### config.mk
export PLATFORM = sky130hd
export DESIGN_NAME = cec_sqrt_cell
export DESIGN_NICKNAME = d
export VERILOG_FILES = /design/src/sv/tilt_compensated_compass_angles_unit_macros.svh /design/src/sv/cec_pkg.sv /design/src/sv/cec_sqrt_cell.sv
export SDC_FILE = /design/constraint.sdc
export NUM_CORES = 1
export LEC_CHECK = 0
export BUFFER_PORTS_ARGS = -buffer_cell sky130_fd_sc_hd__buf_2
export CAP_MARGIN = 40
export CORE_MARGIN = 10
export CORE_UTILIZATION = 48
export CTS_CLUSTER_SIZE = 8
export DETAILED_ROUTE_END_ITERATION = 7
export PLACE_DENSITY_LB_ADDON = 0.12
export SYNTH_ARGS = -nofsm -noshare
export SYNTH_HDL_FRONTEND = slang
export SYNTH_SLANG_ARGS = --single-unit
export TNS_END_PERCENT = 50
### constraint.sdc
create_clock -name clk_i -period 3.8 [get_ports clk_i]
set_input_delay 0.38 -clock clk_i [delete_from_list [all_inputs] [get_ports clk_i]]
set_output_delay 0.38 -clock clk_i [all_outputs]
set_load 0.02 [all_outputs]
### src/sv/tilt_compensated_compass_angles_unit_macros.svh
// assertion macros shared by the compass angle unit
`ifndef TILT_COMPENSATED_COMPASS_ANGLES_UNIT_MACROS_SVH
`define TILT_COMPENSATED_COMPASS_ANGLES_UNIT_MACROS_SVH

// condition holds in the same cycle
`define CEC_ASSERT_IMP(lbl, ante, cons) \
  lbl: assert property (@(posedge clk_i) disable iff (!rst_ni) (ante) |-> (cons)) \
    else $error("compass unit assertion failed");

// condition holds in the next cycle
`define CEC_ASSERT_NXT(lbl, ante, cons) \
  lbl: assert property (@(posedge clk_i) disable iff (!rst_ni) (ante) |=> (cons)) \
    else $error("compass unit assertion failed");

`endif

### src/sv/cec_pkg.sv
// shared types, constants and helper functions of the compass angle unit
package cec_pkg;

  localparam int unsigned DEF_CORDIC_STAGES = 16;
  localparam int unsigned DEF_SAMPLE_BITS   = 16;
  localparam int unsigned MAX_STAGES        = 24;

  localparam int unsigned IN_W     = 16;
  localparam int unsigned DW       = 38;
  localparam int unsigned AW       = 34;
  localparam int unsigned RAD_W    = 62;
  localparam int unsigned SQ_CELLS = RAD_W / 2;
  localparam int unsigned ROOT_W   = 31;
  localparam int unsigned REM_W    = 34;
  localparam int unsigned OUT_W    = 48;

  localparam logic signed [AW-1:0] HALF_TURN    = 34'sh0_8000_0000;
  localparam logic signed [AW-1:0] QUARTER_TURN = 34'sh0_4000_0000;

  // atan(2^-i), one full turn is 2^32
  localparam logic [31:0] ATAN_TAB [MAX_STAGES] = '{
    32'd536870912, 32'd316933406, 32'd167458907, 32'd85004756, 32'd42667331,
    32'd21354465, 32'd10679838, 32'd5340245, 32'd2670163, 32'd1335087,
    32'd667544, 32'd333772, 32'd166886, 32'd83443, 32'd41722, 32'd20861,
    32'd10430, 32'd5215, 32'd2608, 32'd1304, 32'd652, 32'd326, 32'd163, 32'd81
  };

  typedef struct packed {
    logic signed [DW-1:0] x;
    logic signed [DW-1:0] y;
    logic signed [AW-1:0] z;
  } cv_t;

  typedef struct packed {
    logic [REM_W-1:0]  rem;
    logic [ROOT_W-1:0] root;
    logic [RAD_W-1:0]  rad;
  } sq_t;

  typedef struct packed {
    cv_t                  v;
    logic                 forced;
    logic signed [AW-1:0] ang;
  } vpre_t;

  function automatic logic signed [AW-1:0] wrap32(input logic signed [AW-1:0] z);
    return AW'($signed(z[31:0]));
  endfunction

  // vectoring setup: axis cases give an exact angle, left half plane is folded
  function automatic vpre_t vec_pre(input logic signed [DW-1:0] y,
                                    input logic signed [DW-1:0] x);
    vpre_t r;
    r.v.x    = x;
    r.v.y    = y;
    r.v.z    = '0;
    r.forced = 1'b0;
    r.ang    = '0;
    if (y == 0) begin
      r.forced = 1'b1;
      r.ang    = (x < 0) ? HALF_TURN : '0;
    end else if (x == 0) begin
      r.forced = 1'b1;
      r.ang    = (y > 0) ? QUARTER_TURN : -QUARTER_TURN;
    end else if (x < 0) begin
      r.v.z = (y > 0) ? HALF_TURN : -HALF_TURN;
      r.v.x = -x;
      r.v.y = -y;
    end
    return r;
  endfunction

  // rotation setup: bring the angle into the right half plane
  function automatic cv_t rot_pre(input logic signed [DW-1:0] x,
                                  input logic signed [DW-1:0] y,
                                  input logic signed [AW-1:0] th);
    cv_t r;
    logic signed [AW-1:0] z;
    z   = wrap32(th);
    r.x = x;
    r.y = y;
    if (z > QUARTER_TURN || z < -QUARTER_TURN) begin
      r.x = -x;
      r.y = -y;
      z   = wrap32(z + HALF_TURN);
    end
    r.z = z;
    return r;
  endfunction

  function automatic logic signed [AW-1:0] vec_ang(input logic forced,
                                                   input logic signed [AW-1:0] ang,
                                                   input logic signed [AW-1:0] z);
    return forced ? ang : wrap32(z);
  endfunction

endpackage

### src/sv/cec_sqrt_cell.sv
// one digit of the bit-serial square root chain
module cec_sqrt_cell (
  input  logic          clk_i,
  input  logic          en_i,
  input  cec_pkg::sq_t  s_i,
  output cec_pkg::sq_t  s_o
);
  import cec_pkg::*;

  sq_t              s_d, s_q;
  logic [REM_W-1:0] acc;
  logic [REM_W:0]   trial;

  always_comb begin
    acc   = {s_i.rem[REM_W-3:0], s_i.rad[RAD_W-1 -: 2]};
    trial = {1'b0, acc} - (REM_W+1)'({s_i.root, 2'b01});
    s_d.rad = {s_i.rad[RAD_W-3:0], 2'b00};
    if (!trial[REM_W]) begin
      s_d.rem  = trial[REM_W-1:0];
      s_d.root = {s_i.root[ROOT_W-2:0], 1'b1};
    end else begin
      s_d.rem  = acc;
      s_d.root = {s_i.root[ROOT_W-2:0], 1'b0};
    end
  end

  always_ff @(posedge clk_i) begin
    if (en_i) begin
      s_q <= s_d;
    end
  end

  assign s_o = s_q;

endmodule

==> reports/qor.txt <==
Post-route ant nets: 0
CTS Buf Count: 17
Setup TNS: 0 ns
Yosys warnings: 0
Slew Limit Fails: 0
Leak pwr: 0.00356 uW
Largest net degree at the start of global routing: 72
Max reg flops: 125
Register bit total from synthesis: 125
Cell Rows: 40
Maximum vdd drop: 0.220 mV
Tcrit/Tclk final: 76.5%
GRT Util Overall: 18.4%
Slew @ Worst Pin: 0.750 ns
# H-tree levels: 4
RSZ-0062 raised after global routing: no
Top-count cell post-synth: edfxtp_1
Routability Congestion: 0.825
Routed WL: 16.3 mm
Total grt overflow: 0
Average routed wire per standard cell: 18.3 um
Crit path DAT: 3.07 ns
Layout cells sized above 1: 39.5%
Root buf cell: clkbuf_16
Sequential share of the synthesized area: 64.0%
Reg clk slew, reported paths: 0.06 ns
Critical path type: primary input to flop
Initial antenna violation count: 1
Mapped cell area: 5870 um^2
Crit end category: flop
Average footprint of a synthesized cell: 12.7 um^2
Iteration-0 DRC Markers: 216
Die Span Y: 131 um
I/O pin count: 256
Cell chain of the critical path: buf_2 > inv_1 > ha_1 > o211ai_1 > o21ai_1 > o311a_4 > nor3_1 > o31ai_1 > nand4_1 > a311oi_1 > or4b_1 > nand3_1
Core Footprint: 12000 um^2
Share of flip-flops with an asynchronous set or reset: 0%
Overall Power: 4140 uW
Startpoint types: primary input
Die width: 131 um
IO buf count: 251
Worst hold-check path type: primary input to flop
Initial Utilization: 48.8%
First-pass GRT wire length: 23.9 mm
Min Tclk post-route: 2.91 ns
Max Cap Violations: 0
Fin Hold WS: 0.139 ns
Die outline area: 17000 um^2
Multi-input logic area: 1910 um^2
Pwr Density: 525 nW/um^2
Crit-path slowest cell: o31ai_1
Average vias per placed instance: 5.07
HPWL after DPL: 12.8 mm
FF+latch area: 3750 um^2
Vias in the first global route: 4519
Status: finished clean
Post-CTS sizing: 0
Setup Viol. Count Final: 0
Post-synth top area share: 64.0%
Unique masters post-synth: 46
Synth top area cells: edfxtp_1 (64%), ha_1 (6.8%), a21oi_1 (3.8%), inv_1 (2.6%), nor2_1 (2.4%)
Peak fanout along the critical path: 4
Most used DFF post-synth: edfxtp_1
CTS tree: built
Hold_buf cts: 0
Final hold violation count: 0
CP max stage delay: 0.50 ns
Router iterations before antenna repair: 5
Area growth syn-to-layout: 34.5%
# nets final: 888
Filler Cells Inserted: 966
DP Area: 7300 um^2
Relative slew slack: 50.0%
CTS sink cnt: 125
Syn Inst Count: 463
DRC: 0
Via count: 4498
Fin area: 7890 um^2
Largest area contributor in the netlist: edfxtp_1
Clock Path Buffers: 2
FMAX: 0.344 GHz
Post-CTS Setup Bufs: 0
CP Data Required Time: 3.96 ns
Most frequent cells after synthesis: edfxtp_1 (125), a21oi_1 (45), inv_1 (40), nor2_1 (38), nand2_1 (33)
Post-synth EDFFs: 125
==> area by class of cell <==
| type | count | share of cell area, % |
|---|---|---|
| Clock inverter | 14 | 2.11 |
| Inverter | 40 | 1.90 |
| Sequential cell | 125 | 47.6 |
| Multi-Input combinational cell | 288 | 24.2 |
| Clock buffer | 18 | 5.44 |
| Tap cell | 147 | 2.33 |
| Timing Repair Buffer | 255 | 16.5 |
| Antenna cell | 1 | 0.0317 |
==> where the power goes <==
part	total (uW)	switching, uW	internal, uW
Clock	1630	597	1030
Sequential	1720	30.6	1690
Combinational	801	506	295
==> layer usage <==
metal  part of all wire [%]  GRT usage (%)  routed length [um]  up-vias
met5                  0.080              0                  13        -
met4                    1.5           7.33                 252        2
met3                     11           7.82                1730       22
met2                     48           31.0                7880      180
met1                     39           20.2                6390     2051
li1                       -              -                   -     2243
==> cells in the final DEF, fill, tap and decap left out, types with 6 or more instances in the layout <==
master,instances
buf_2,250
edfxtp_1,125
a21oi_1,45
inv_1,40
nor2_1,38
nand2_1,33
ha_1,32
o21ai_0,22
clkbuf_16,17
xnor2_1,15
xor2_1,12
o21a_1,10
a21o_1,9
o31ai_1,7
nor3_1,7
nand3_1,6
==> through the flow <==
stage | cells | setup slack, ns | util (%)
global placement | 855 | 0.479 | 60.7
global route | 887 | 0.659 | 65.7
CTS | 887 | 0.906 | 65.7
detailed placement | 855 | 0.451 | 60.7
finish | 888 | 0.893 | 65.7
floorplan | 464 | 0.884 | -
==> cells by family (layout without fill, tap and decap cells) <==
family | Yosys count | count (layout) | share of synthesized area (%)
flip-flops | 125 | 125 | 64.0
multiplexers | 2 | 2 | 0.363
adder cells (fa/ha/maj) | 32 | 32 | 6.82
AND/OR/NAND/NOR | 107 | 107 | 8.19
other | 1 | 3 | 0.0639
XOR/XNOR | 27 | 27 | 4.03
buffers and inverters | 51 | 327 | 3.58
AO/OA/AOI/OAI | 118 | 118 | 13.0
==> worst max-delay path, delay by kind of cell <==
kind,cells,cell delay [ns]
buffers and inverters,2,0.12
AND/OR/NAND/NOR,4,0.59
AO/OA/AOI/OAI,5,1.62
adder cells (fa/ha/maj),1,0.34
==> path summary, 6_finish.rpt <==
path | from | end | slack (ns) | cells after the start
max | s_i[64] | s_o[126]$_DFFE_PP_ | 0.89 | 12
min | s_i[54] | s_o[56]$_DFFE_PP_ | 0.14 | 1
Power figures use the tool's default switching activity.
